===== src/design/ev_charger_sequence_fsm_defines.svh =====
// Assertion helpers shared by the charger sequence design.
`ifndef EV_CHARGER_SEQUENCE_FSM_DEFINES_SVH
`define EV_CHARGER_SEQUENCE_FSM_DEFINES_SVH

// Same-cycle implication, checked on every rising clock edge outside reset.
`define ECS_ASSERT_NOW(label, clk, rst, ante, cons) \
   label: assert property (@(posedge clk) disable iff (rst) (ante) |-> (cons)) \
      else $error("ecs check failed");

// Next-cycle implication, checked on every rising clock edge outside reset.
`define ECS_ASSERT_NEXT(label, clk, rst, ante, cons) \
   label: assert property (@(posedge clk) disable iff (rst) (ante) |=> (cons)) \
      else $error("ecs check failed");

`endif


===== src/design/ecs_pkg.sv =====
`default_nettype none

package ecs_pkg;

   localparam int unsigned TIME_W  = 32;
   localparam int unsigned DELAY_W = 16;
   localparam int unsigned PHASE_W = 4;

   localparam logic [DELAY_W-1:0] DELAY_RESET = DELAY_W'(100);

   // Charging sequence phases, coded as seen on the result channel.
   typedef enum logic [PHASE_W-1:0] {
      PH_STARTUP  = 4'd0,
      PH_CHECK_SW = 4'd1,
      PH_U120     = 4'd2,
      PH_CHG120   = 4'd3,
      PH_B2       = 4'd4,
      PH_C2       = 4'd5,
      PH_U240     = 4'd6,
      PH_CHG240   = 4'd7,
      PH_ERROR    = 4'd8
   } phase_type;

   // One tick request as held in the input register.
   typedef struct packed {
      logic [TIME_W-1:0] now_ms;
      logic              ok_120;
      logic              switched_120;
      logic              switched_240;
      logic              evse_b2_ready;
      logic              evse_c2_ready;
      logic              ok_240;
      logic              shutdown_d_high;
      logic              clear_error_request;
   } req_item_type;

endpackage

`default_nettype wire


===== src/design/ev_charger_sequence_fsm.sv =====
// Charging sequence controller. Each accepted request is one tick carrying a
// millisecond timestamp and eight condition bits; each tick yields exactly one
// response with the phase after that tick, the held shutdown and start-charge
// levels, and a one-tick timer restart pulse on entry to charging 240 V.
// Throughput is one request per clock cycle while the response side does not
// stall, set by the loop through the phase register, the wrapping 32-bit
// elapsed-time subtract and the compare against the configured delay. A taken
// request waits in the input register until the response register is free or
// drained; its response is then loaded into the response register. A stalled
// response holds off new requests only once the input register is also
// occupied. The delay register resets to 100 ms and should be written only
// while no requests are in flight.
`default_nettype none

`include "ev_charger_sequence_fsm_defines.svh"

module ev_charger_sequence_fsm (
   input  wire logic                           clock,
   input  wire logic                           reset,
   input  wire logic                           req_valid,
   output logic                                req_ready,
   input  wire logic [ecs_pkg::TIME_W-1:0]     req_now_ms,
   input  wire logic                           req_ok_120,
   input  wire logic                           req_switched_120,
   input  wire logic                           req_switched_240,
   input  wire logic                           req_evse_b2_ready,
   input  wire logic                           req_evse_c2_ready,
   input  wire logic                           req_ok_240,
   input  wire logic                           req_shutdown_d_high,
   input  wire logic                           req_clear_error_request,
   output logic                                rsp_valid,
   input  wire logic                           rsp_ready,
   output logic [ecs_pkg::PHASE_W-1:0]         rsp_phase,
   output logic                                rsp_sw_shutdown,
   output logic                                rsp_charge_enable,
   output logic                                rsp_restart_timer_pulse,
   input  wire logic                           csr_wr_en,
   input  wire logic [ecs_pkg::DELAY_W-1:0]    csr_wr_data
);

   ecs_pkg::req_item_type             req_item_ff;
   logic                              req_vld_ff;
   logic                              rsp_vld_ff;
   logic [ecs_pkg::PHASE_W-1:0]       rsp_phase_ff;
   logic                              rsp_shutdown_ff;
   logic                              rsp_charge_ff;
   logic                              rsp_pulse_ff;
   logic [ecs_pkg::DELAY_W-1:0]       delay_ff;
   ecs_pkg::phase_type                phase_ff;
   ecs_pkg::phase_type                phase_in;
   logic [ecs_pkg::TIME_W-1:0]        last_change_ff;
   logic [ecs_pkg::TIME_W-1:0]        last_change_in;
   logic                              shutdown_ff;
   logic                              shutdown_in;
   logic                              charge_ff;
   logic                              charge_in;
   logic                              pulse_in;
   logic                              change;
   logic                              advance;
   logic [ecs_pkg::TIME_W-1:0]        elapsed;
   logic                              waiting;

   // The held request moves on when the response register is free or drained.
   assign advance   = req_vld_ff && (!rsp_vld_ff || rsp_ready);
   assign req_ready = !req_vld_ff || advance;

   // Configuration register.
   always_ff @(posedge clock) begin
      if (reset) begin
         delay_ff <= ecs_pkg::DELAY_RESET;
      end else if (csr_wr_en) begin
         delay_ff <= csr_wr_data;
      end
   end

   // Input register.
   always_ff @(posedge clock) begin
      if (reset) begin
         req_vld_ff <= 1'b0;
      end else if (req_ready) begin
         req_vld_ff <= req_valid;
      end
      if (req_valid && req_ready) begin
         req_item_ff.now_ms              <= req_now_ms;
         req_item_ff.ok_120              <= req_ok_120;
         req_item_ff.switched_120        <= req_switched_120;
         req_item_ff.switched_240        <= req_switched_240;
         req_item_ff.evse_b2_ready       <= req_evse_b2_ready;
         req_item_ff.evse_c2_ready       <= req_evse_c2_ready;
         req_item_ff.ok_240              <= req_ok_240;
         req_item_ff.shutdown_d_high     <= req_shutdown_d_high;
         req_item_ff.clear_error_request <= req_clear_error_request;
      end
   end

   // Wrapping elapsed time since the last phase change.
   assign elapsed = req_item_ff.now_ms - last_change_ff;
   assign waiting = elapsed < {{(ecs_pkg::TIME_W - ecs_pkg::DELAY_W){1'b0}}, delay_ff};

   // Next phase. Only the 120 V unlatched and charging phases skip the delay.
   always_comb begin
      phase_in = phase_ff;
      change   = 1'b0;
      case (phase_ff)
         ecs_pkg::PH_STARTUP: begin
            if (!waiting) begin
               change   = 1'b1;
               phase_in = req_item_ff.ok_120 ? ecs_pkg::PH_CHECK_SW : ecs_pkg::PH_ERROR;
            end
         end
         ecs_pkg::PH_CHECK_SW: begin
            // With both selector bits set, 120 V wins.
            if (!waiting) begin
               if (!req_item_ff.ok_120) begin
                  change   = 1'b1;
                  phase_in = ecs_pkg::PH_ERROR;
               end else if (req_item_ff.switched_120) begin
                  change   = 1'b1;
                  phase_in = ecs_pkg::PH_U120;
               end else if (req_item_ff.switched_240) begin
                  change   = 1'b1;
                  phase_in = ecs_pkg::PH_B2;
               end
            end
         end
         ecs_pkg::PH_U120: begin
            if (!req_item_ff.ok_120 || !req_item_ff.switched_120) begin
               change   = 1'b1;
               phase_in = ecs_pkg::PH_ERROR;
            end else if (req_item_ff.shutdown_d_high) begin
               change   = 1'b1;
               phase_in = ecs_pkg::PH_CHG120;
            end
         end
         ecs_pkg::PH_CHG120: begin
            if (!req_item_ff.ok_120 || !req_item_ff.switched_120) begin
               change   = 1'b1;
               phase_in = ecs_pkg::PH_ERROR;
            end
         end
         ecs_pkg::PH_B2: begin
            if (!waiting && req_item_ff.evse_b2_ready) begin
               change   = 1'b1;
               phase_in = ecs_pkg::PH_C2;
            end
         end
         ecs_pkg::PH_C2: begin
            if (!waiting) begin
               if (!req_item_ff.ok_240) begin
                  change   = 1'b1;
                  phase_in = ecs_pkg::PH_ERROR;
               end else if (req_item_ff.evse_c2_ready) begin
                  change   = 1'b1;
                  phase_in = ecs_pkg::PH_U240;
               end
            end
         end
         ecs_pkg::PH_U240: begin
            if (!waiting) begin
               if (!req_item_ff.evse_c2_ready || !req_item_ff.ok_240) begin
                  change   = 1'b1;
                  phase_in = ecs_pkg::PH_ERROR;
               end else if (req_item_ff.shutdown_d_high) begin
                  change   = 1'b1;
                  phase_in = ecs_pkg::PH_CHG240;
               end
            end
         end
         ecs_pkg::PH_CHG240: begin
            if (!waiting && (!req_item_ff.evse_c2_ready || !req_item_ff.ok_240)) begin
               change   = 1'b1;
               phase_in = ecs_pkg::PH_ERROR;
            end
         end
         ecs_pkg::PH_ERROR: begin
            if (!waiting && req_item_ff.clear_error_request) begin
               change   = 1'b1;
               phase_in = ecs_pkg::PH_STARTUP;
            end
         end
         default: begin
            phase_in = phase_ff;
            change   = 1'b0;
         end
      endcase
   end

   // Exit and entry actions on a phase change.
   always_comb begin
      shutdown_in    = shutdown_ff;
      charge_in      = charge_ff;
      pulse_in       = 1'b0;
      last_change_in = last_change_ff;
      if (change) begin
         last_change_in = req_item_ff.now_ms;
         if (phase_ff == ecs_pkg::PH_B2) begin
            charge_in = 1'b1;
         end
         if (phase_in inside {ecs_pkg::PH_U120, ecs_pkg::PH_U240}) begin
            shutdown_in = 1'b1;
         end
         if (phase_in == ecs_pkg::PH_CHG240) begin
            pulse_in = 1'b1;
         end
         if (phase_in == ecs_pkg::PH_ERROR) begin
            shutdown_in = 1'b0;
            charge_in   = 1'b0;
         end
      end
   end

   // Sequence state, updated once per processed request.
   always_ff @(posedge clock) begin
      if (reset) begin
         phase_ff       <= ecs_pkg::PH_STARTUP;
         last_change_ff <= '0;
         shutdown_ff    <= 1'b0;
         charge_ff      <= 1'b0;
      end else if (advance) begin
         phase_ff       <= phase_in;
         last_change_ff <= last_change_in;
         shutdown_ff    <= shutdown_in;
         charge_ff      <= charge_in;
      end
   end

   // Response register.
   always_ff @(posedge clock) begin
      if (reset) begin
         rsp_vld_ff <= 1'b0;
      end else if (advance) begin
         rsp_vld_ff <= 1'b1;
      end else if (rsp_ready) begin
         rsp_vld_ff <= 1'b0;
      end
      if (advance) begin
         rsp_phase_ff    <= phase_in;
         rsp_shutdown_ff <= shutdown_in;
         rsp_charge_ff   <= charge_in;
         rsp_pulse_ff    <= pulse_in;
      end
   end

   assign rsp_valid               = rsp_vld_ff;
   assign rsp_phase               = rsp_phase_ff;
   assign rsp_sw_shutdown         = rsp_shutdown_ff;
   assign rsp_charge_enable       = rsp_charge_ff;
   assign rsp_restart_timer_pulse = rsp_pulse_ff;

   // The restart pulse only accompanies charging 240 V.
   `ECS_ASSERT_NOW(a_pulse_phase, clock, reset,
      rsp_valid && rsp_restart_timer_pulse, rsp_phase == ecs_pkg::PH_CHG240)

   // In the error phase both held levels are off.
   `ECS_ASSERT_NOW(a_error_levels, clock, reset,
      rsp_valid && (rsp_phase == ecs_pkg::PH_ERROR), !rsp_sw_shutdown && !rsp_charge_enable)

   // The change timestamp only moves when the phase changes.
   `ECS_ASSERT_NEXT(a_stamp_hold, clock, reset,
      !(advance && change), $stable(last_change_ff))

endmodule

`default_nettype wire


===== config.mk =====
export PLATFORM = sky130hd
export DESIGN_NAME = ev_charger_sequence_fsm
export DESIGN_NICKNAME = d
export VERILOG_FILES = /design/src/design/ecs_pkg.sv /design/src/design/ev_charger_sequence_fsm.sv
export VERILOG_INCLUDE_DIRS = /design/src /design/src/design
export SDC_FILE = /design/constraint.sdc
export NUM_CORES = 1
export LEC_CHECK = 0
export ABC_AREA = 1
export BUFFER_PORTS_ARGS = -buffer_cell sky130_fd_sc_hd__buf_2
export CAP_MARGIN = 20
export CORE_UTILIZATION = 65
export DETAILED_ROUTE_END_ITERATION = 10
export GPL_TIMING_DRIVEN = 1
export PLACE_DENSITY_LB_ADDON = 0.12
export SLEW_MARGIN = 20
export SYNTH_ARGS = -nofsm -noshare
export SYNTH_HDL_FRONTEND = slang
export SYNTH_SLANG_ARGS = --single-unit

===== constraint.sdc =====
create_clock -name clock -period 9.9 [get_ports clock]
set_clock_uncertainty 0.15 [all_clocks]
set_input_delay 0 -clock clock [delete_from_list [all_inputs] [get_ports clock]]
set_output_delay 0 -clock clock [all_outputs]
set_load 0.005 [all_outputs]

After elaboration in Yosys (flattened, before gate mapping)
Cells that the tools add are included.
Operators by class
  mux-type cells: 45
  $lt $le $gt $ge: 1
  reduce and logical (&&, ||, !) cells: 20
  add/sub/neg operators: 1
  eq/ne operators: 12
Operators by type and width (count)
  4-bit two-way mux: 18
  4-bit one-hot mux with 9 select lines: 1
  32-bit by 16-bit less-than comparator with 1-bit output: 1
  32-bit subtractor: 1
  1-bit two-way mux: 25
  4-bit by 3-bit equality test with 1-bit output, second input constant: 6
  4-bit by 2-bit equality test with 1-bit output, second input constant: 3
  1-bit one-hot mux with 9 select lines: 1
  4-bit equality test, second input constant: 2
  1-bit zero test: 7
  1-bit logical AND: 5
  4-bit by 1-bit equality test with 1-bit output, second input constant: 1
  4-bit zero test: 1
  1-bit logical OR: 4
  2-bit nonzero test: 2
  2-bit AND reduction: 1
Word-level totals
  output and inout bits: 9
  register bits: 103

Logic depth before layout (Yosys ltp)
  depth in word-level cells: 11
  depth in mapped cells: 33
  mapped depth without buffers: 33

Worst setup path after synthesis
No wires, ideal clock.
  path kind: flip-flop to flip-flop
  start point: reg req_item_ff[8] (netlist name)
  end point: reg rsp_shutdown_ff (netlist: rsp_sw_shutdown), data pin
  cell stages (with the launch flop): 30
  data arrival time: 3.325 ns
  required time: 9.499 ns
  path slack: 6.174 ns
  path through: edfxtp_1 -> inv_1 -> ha_1 -> fa_1 -> inv_1 -> nand2_1 -> nand2_1 -> and2_1 -> nand2_1 -> nand3_1 -> xor2_1 -> ha_1 -> a21oi_1 -> nor2_1 -> a211oi_1 -> nand3_1 -> a21oi_1 -> nand2_1 -> nor2_1 -> nand2_1 -> nor2_4 -> nor2_1 -> nor2_1 -> nand3_1 -> nor2_2 -> nand2_2 -> nor2_1 -> nand2_1 -> nand2_1 -> inv_1
On the way
  longest elaborated chain between the ends: 11
  elaborated cells between the ends (all ways): 29
  those cells by class: 1 x add/sub; 1 x order compare; 3 x eq/ne; 19 x mux; 5 x reduce/logical
RTL lines
  from (decl): RTL line ev_charger_sequence_fsm.sv:41  | ecs_pkg::req_item_type req_item_ff;
  32-bit subtractor *: RTL line ev_charger_sequence_fsm.sv:97  | assign elapsed = req_item_ff.now_ms - last_change_ff;
  32-bit by 16-bit less-than comparator with 1-bit output *: RTL line ev_charger_sequence_fsm.sv:98  | assign waiting = elapsed < {{(ecs_pkg::TIME_W - ecs_pkg::DELAY_W){1'b0}}, delay_ff};
  1-bit zero test: RTL line ev_charger_sequence_fsm.sv:142, ev_charger_sequence_fsm.sv:170, ev_charger_sequence_fsm.sv:176
  1-bit logical AND (on tied branches): RTL line ev_charger_sequence_fsm.sv:176, ev_charger_sequence_fsm.sv:142, ev_charger_sequence_fsm.sv:170
  4-bit two-way mux (on tied branches): RTL line ev_charger_sequence_fsm.sv:176, ev_charger_sequence_fsm.sv:142, ev_charger_sequence_fsm.sv:170
  4-bit one-hot mux with 9 select lines *: RTL line ev_charger_sequence_fsm.sv:104  | case (phase_ff)
  via phase_in[0]: RTL line ev_charger_sequence_fsm.sv:50  | ecs_pkg::phase_type phase_in;
  4-bit by 2-bit equality test with 1-bit output / 4-bit by 3-bit equality test with 1-bit output (equally long branches): RTL line ev_charger_sequence_fsm.sv:199  | if (phase_in inside {ecs_pkg::PH_U120, ecs_pkg::PH_U240}) begin
  2-bit nonzero test: RTL line ev_charger_sequence_fsm.sv:199
  1-bit two-way mux: RTL line ev_charger_sequence_fsm.sv:199
  1-bit two-way mux *: RTL line ev_charger_sequence_fsm.sv:205  | if (phase_in == ecs_pkg::PH_ERROR) begin
  1-bit two-way mux *: RTL line ev_charger_sequence_fsm.sv:194  | if (change) begin
  via shutdown_in: RTL line ev_charger_sequence_fsm.sv:54  | logic shutdown_in;
  to (signal assigned): RTL line ev_charger_sequence_fsm.sv:238  | rsp_shutdown_ff <= shutdown_in;
  to (decl): RTL line ev_charger_sequence_fsm.sv:45  | logic rsp_shutdown_ff;
Mark *: on every way through the listed nets, which the timed path passes. The rest lies on a longest branch.
A chain may end at the register's enable or synchronous reset.

Final worst setup path
  start point: reg req_item_ff[8] (netlist name)
  end point: reg last_change_ff[17] (netlist name)
On the way
  longest elaborated chain between the ends: 7
  elaborated cells between the ends (all ways): 15
  those cells by class: 1 x add/sub; 1 x order compare; 8 x mux; 5 x reduce/logical
RTL lines
  32-bit subtractor *: RTL line ev_charger_sequence_fsm.sv:97
  32-bit by 16-bit less-than comparator with 1-bit output *: RTL line ev_charger_sequence_fsm.sv:98
  1-bit zero test: RTL line ev_charger_sequence_fsm.sv:142, ev_charger_sequence_fsm.sv:170, ev_charger_sequence_fsm.sv:176
  1-bit logical AND (on tied branches): RTL line ev_charger_sequence_fsm.sv:176, ev_charger_sequence_fsm.sv:142, ev_charger_sequence_fsm.sv:170
  1-bit two-way mux (on tied branches): RTL line ev_charger_sequence_fsm.sv:176, ev_charger_sequence_fsm.sv:142, ev_charger_sequence_fsm.sv:170
  1-bit one-hot mux with 9 select lines *: RTL line ev_charger_sequence_fsm.sv:104
  2-bit AND reduction (no line) *
  to (signal assigned): RTL line ev_charger_sequence_fsm.sv:221  | last_change_ff <= last_change_in;
  to (decl): RTL line ev_charger_sequence_fsm.sv:51  | logic [ecs_pkg::TIME_W-1:0] last_change_ff;
Every way passes the cells marked *; elsewhere a longest branch is shown, timed or not.

==> results.txt <==
----------------------------------------------------
[Outcome]
  Result of the run ... complete, no violations

[Critical path]
  Critical path class ... flop to flop
  Crit-path max cell delay ... roughly 420 ps
  FF-to-FF path depth ... 28
  Family with the most delay on the worst path ... simple AND/OR/NAND/NOR gates
  Critical path launch point type ... flop
  Arrival time of data at the critical path endpoint ... 4840 ps
  Cell type of the slowest stage on the worst timing path ... sky130_fd_sc_hd__fa_1
  Most repeated library cell on the critical path ... sky130_fd_sc_hd__nand2_1
  Worst reg2reg setup slack ... 5230 ps
  Data required, critical path ... a little over 10000 ps
  Total buffers and inverters traversed by the critical path ... 4
  Source of the worst register-to-register timing path ... req_item_ff[8]$_DFFE_PP_
  Crit path max fanout ... 59
  Sort of element at the end of the critical path ... flop
  RR Endpoint ... last_change_ff[17]$_SDFFE_PP0P_

[Clock tree]
  Number of resized instances in the post-cts repair step ... 0
  Reg clk slew, reported paths ... 110 ps
  Setup repair bufs after CTS ... 0
  Maximum buffer depth of the clock tree ... 2
  Cts bufs inserted ... 9
  CTS root buffer ... sky130_fd_sc_hd__clkbuf_8
  Clk_lat worst skew ... 400 ps
  H-tree depth reported by CTS ... 3
  Clock tree from TritonCTS ... built
  Clk sink count ... a little over 100

[Global routing]
  Vias in the first global route ... slightly above 7000
  Number of antenna violations at the first check in global routing ... 1
  First-pass GRT wire length ... 32.9 mm
  Global-route usage over all layers ... between 30 and 40%
  GRT overflow ... 0
  Largest net degree at the start of global routing ... 60

[Timing]
  Maximum clock rate ... roughly 210 MHz
  Actual slew at the worst max-slew pin ... 656 ps
  Summed negative setup slack over all endpoints ... 0 ps
  Period minus WS final ... 4670 ps
  Number of endpoints failing setup at the final stage ... 0
  Max Transition Viols Final ... 0
  Setup repair after global routing missed its margin ... false
  Final cycle utilization of the critical path ... 47.2%
  Tightest slew margin relative to the limit ... 56.2%
  Number of hold violations in the final report ... 0

[Route]
  Drt via density ... 5.37
  DRC viols ... 0
  Via total after detailed routing ... 7367
  Final ANT Viol Nets ... 0
  Post-Route WL ... 20.9 mm
  DRT iter0 DRCs ... 662
  First-pass iteration count of the detailed router ... 5
  Wire length per cell after detailed routing ... 15.2 um

[Floorplan]
  Ports ... 70
  Die W ... 108 um
  Overall die height ... approximately 110 um
  Std-Cell Rows ... 38
  Starting utilization of the core area ... around 67%
  Floorplan core area ... 10900 sq um
  Die Outline Area ... 11700 sq um

[Pwr]
  Proportion of total power due to net switching ... 38.6%
  Net switching component of the power ... 0.473 mW
  Ratio of total power to cell area ... 142 nW/um^2
  Fraction of power consumed by combinational cells ... 37.2%
  Cell Int Power ... 0.753 mW
  Clk pwr share ... 22.5%
  Flop pwr share ... between 40 and 50%
  Maximum resistive drop on vdd ... 140 uV
  Pleak ... 4.48 nW

[Place]
  Routability-driven placement congestion ratio ... 1.02
  I/O Buffers ... approximately 70
  HPWL after DPL ... 13.9 mm
  Placed standard-cell area ... 7750 sq um

[Yosys]
  Number of synthesized register bits ... ~100
  Fraction of synthesis flops using an asynchronous set or reset pin ... 0%
  Count of flip-flops with a built-in enable after synthesis ... 47
  Cells after synthesis ... 1092
  Yosys cell types ... 45
  Cell area after technology mapping ... 7310 sq um
  Synth Area per Inst ... 6.69 sq um
  Flip-flop cell with the highest count after synthesis ... sky130_fd_sc_hd__dfxtp_1
  Share of synthesized area occupied by flip-flops and latches ... 34.6%
  Syn Nets ... 1200
  Warning count from the yosys run ... 0

[Min path]
  Cells on Worst Hold Path ... 2
  Min-Delay Endpoint ... req_item_ff[18]$_DFFE_PP_
  Hold Startpoint ... req_now_ms[10]
  Worst min-delay path class ... input port to flop

[Cells and area]
  Net count of the finished layout ... around 1300
  Most common cell after layout, fill and taps aside ... sky130_fd_sc_hd__nand2_1
  Layout cell share with drive strength beyond 1 ... roughly 11%
  Top library cells by usage in the layout, fill and taps aside ... sky130_fd_sc_hd__nand2_1, sky130_fd_sc_hd__inv_1, sky130_fd_sc_hd__nor2_1
  Final standard cell area without fillers ... 8630 sq um
  Signed area change from the synthesized netlist to the final layout ... 18.1%

[Run]
  Max-cap viol count ... 0

----------------------------------------------------
[registers in the layout (all words and copies together), names as in the netlist]
register,flops
rsp_sw_shutdown,1
rsp_valid,1
charge_ff,1
req_vld_ff,1
rsp_phase,4
phase_ff,4
req_item_ff,40
delay_ff,16
shutdown_ff,1
rsp_charge_enable,1
last_change_ff,32
rsp_restart_timer_pulse,1
[how the worst max path moves through the flow]
stage | from | end | slack [ps] | cells past startpoint
2_1_floorplan | req_item_ff[8]$_DFFE_PP_ | rsp_sw_shutdown$_DFFE_PP_ | 6170 | 29
3_3_place_gp | req_item_ff[8]$_DFFE_PP_ | last_change_ff[14]$_SDFFE_PP0P_ | 5530 | 28
3_5_place_dp | req_item_ff[8]$_DFFE_PP_ | last_change_ff[23]$_SDFFE_PP0P_ | 5390 | 27
4_1_cts | req_item_ff[8]$_DFFE_PP_ | last_change_ff[13]$_SDFFE_PP0P_ | 5350 | 27
5_1_grt | req_item_ff[8]$_DFFE_PP_ | last_change_ff[17]$_SDFFE_PP0P_ | 4800 | 28
6_report | req_item_ff[8]$_DFFE_PP_ | last_change_ff[17]$_SDFFE_PP0P_ | 5230 | 28
[Yosys cell counts, types with 2 or more instances]
cell	number	share of area, %
sky130_fd_sc_hd__a2111oi_0	2	0.24
sky130_fd_sc_hd__a211oi_1	2	0.21
sky130_fd_sc_hd__a21oi_1	74	5.1
sky130_fd_sc_hd__a21oi_2	10	1.2
sky130_fd_sc_hd__and2_1	4	0.34
sky130_fd_sc_hd__and3_1	2	0.17
sky130_fd_sc_hd__buf_6	3	0.46
sky130_fd_sc_hd__clkbuf_1	9	0.46
sky130_fd_sc_hd__clkinv_1	2	0.10
sky130_fd_sc_hd__dfxtp_1	56	15
sky130_fd_sc_hd__edfxtp_1	47	19
sky130_fd_sc_hd__ha_1	46	7.9
sky130_fd_sc_hd__inv_1	215	11
sky130_fd_sc_hd__inv_2	11	0.56
sky130_fd_sc_hd__nand2_1	322	17
sky130_fd_sc_hd__nand2_2	4	0.34
sky130_fd_sc_hd__nand3_1	55	3.8
sky130_fd_sc_hd__nand3_2	4	0.55
sky130_fd_sc_hd__nand3b_1	3	0.31
sky130_fd_sc_hd__nand4_1	16	1.4
sky130_fd_sc_hd__nor2_1	90	4.6
sky130_fd_sc_hd__nor2_2	14	1.2
sky130_fd_sc_hd__nor3_1	6	0.41
sky130_fd_sc_hd__nor3_2	2	0.27
sky130_fd_sc_hd__o21ai_0	31	2.1
sky130_fd_sc_hd__o21ai_1	30	2.1
sky130_fd_sc_hd__xnor2_1	2	0.24
sky130_fd_sc_hd__xor2_1	13	1.6
[routing by layer]
| metal | track usage, % | vias up | part of all wire (%) |
|---|---|---|---|
| met1 | 43.5 | 3292 | 41 |
| met2 | 63.2 | 305 | 48 |
| met3 | 5.85 | 59 | 6.7 |
| met5 | 0 | - | 0 |
| li1 | - | 3711 | - |
| met4 | 19.0 | 0 | 3.5 |
[worst register-to-register path, delay by kind of cell, from the launching register on]
kind	cells	cell delay [ps]
AOI/OAI and AO/OA	4	910
xor gates and xnor gates	1	120
adders and majority gates	3	850
and+or+nand+nor	16	1540
buffers and inverters	4	670
DFF	1	350
[power by group through the flow]
| stage | Clock [mW] | Combinational, mW | Sequential, mW |
|---|---|---|---|
| finish | 0.276 | 0.456 | 0.494 |
| global route | 0.286 | 0.509 | 0.497 |
| CTS | 0.273 | 0.437 | 0.492 |
| detailed placement | 0 | 0.413 | 0.501 |
| global placement | 0 | 0.406 | 0.500 |
| floorplan | 0 | 0.317 | 0.497 |
[timing repair]
action / in CTS / in global routing
hold buffers: 68 / 0
endpoints found under the setup margin: 0 / 0
endpoints found under the hold margin: 61 / 0
[final cells by class]
type	count	area, sq um
Multi-Input combinational cell	745	3820
Antenna cell	1	2.50
Tap cell	140	175
Timing Repair Buffer	139	1040
Clock buffer	10	149
Fill cell	749	2260
Inverter	229	865
Clock inverter	6	50.0
Sequential cell	103	2530
[stage by stage]
step	hold WS [ps]	power [mW]	worst slack, ps	utilization, %	std cells
3_5_place_dp	28.1	0.915	5390	71.2	1288
5_1_grt	162	1.29	4800	79.3	1373
6_report	146	1.23	5230	79.3	1373
3_3_place_gp	25.9	0.906	5530	71.2	1288
2_1_floorplan	-51.1	0.814	6170	-	1092
4_1_cts	117	1.20	5350	79.3	1372
[logic make-up after synthesis]
logic type	count (synthesis)	share of synthesized area (%)
flops	103	34.6
simple gates	526	30.6
compound gates	157	11.7
xor+xnor	15	1.80
fa+ha+maj	47	8.15
buf+inv	244	13.1
Power figures use the tool's default switching activity.
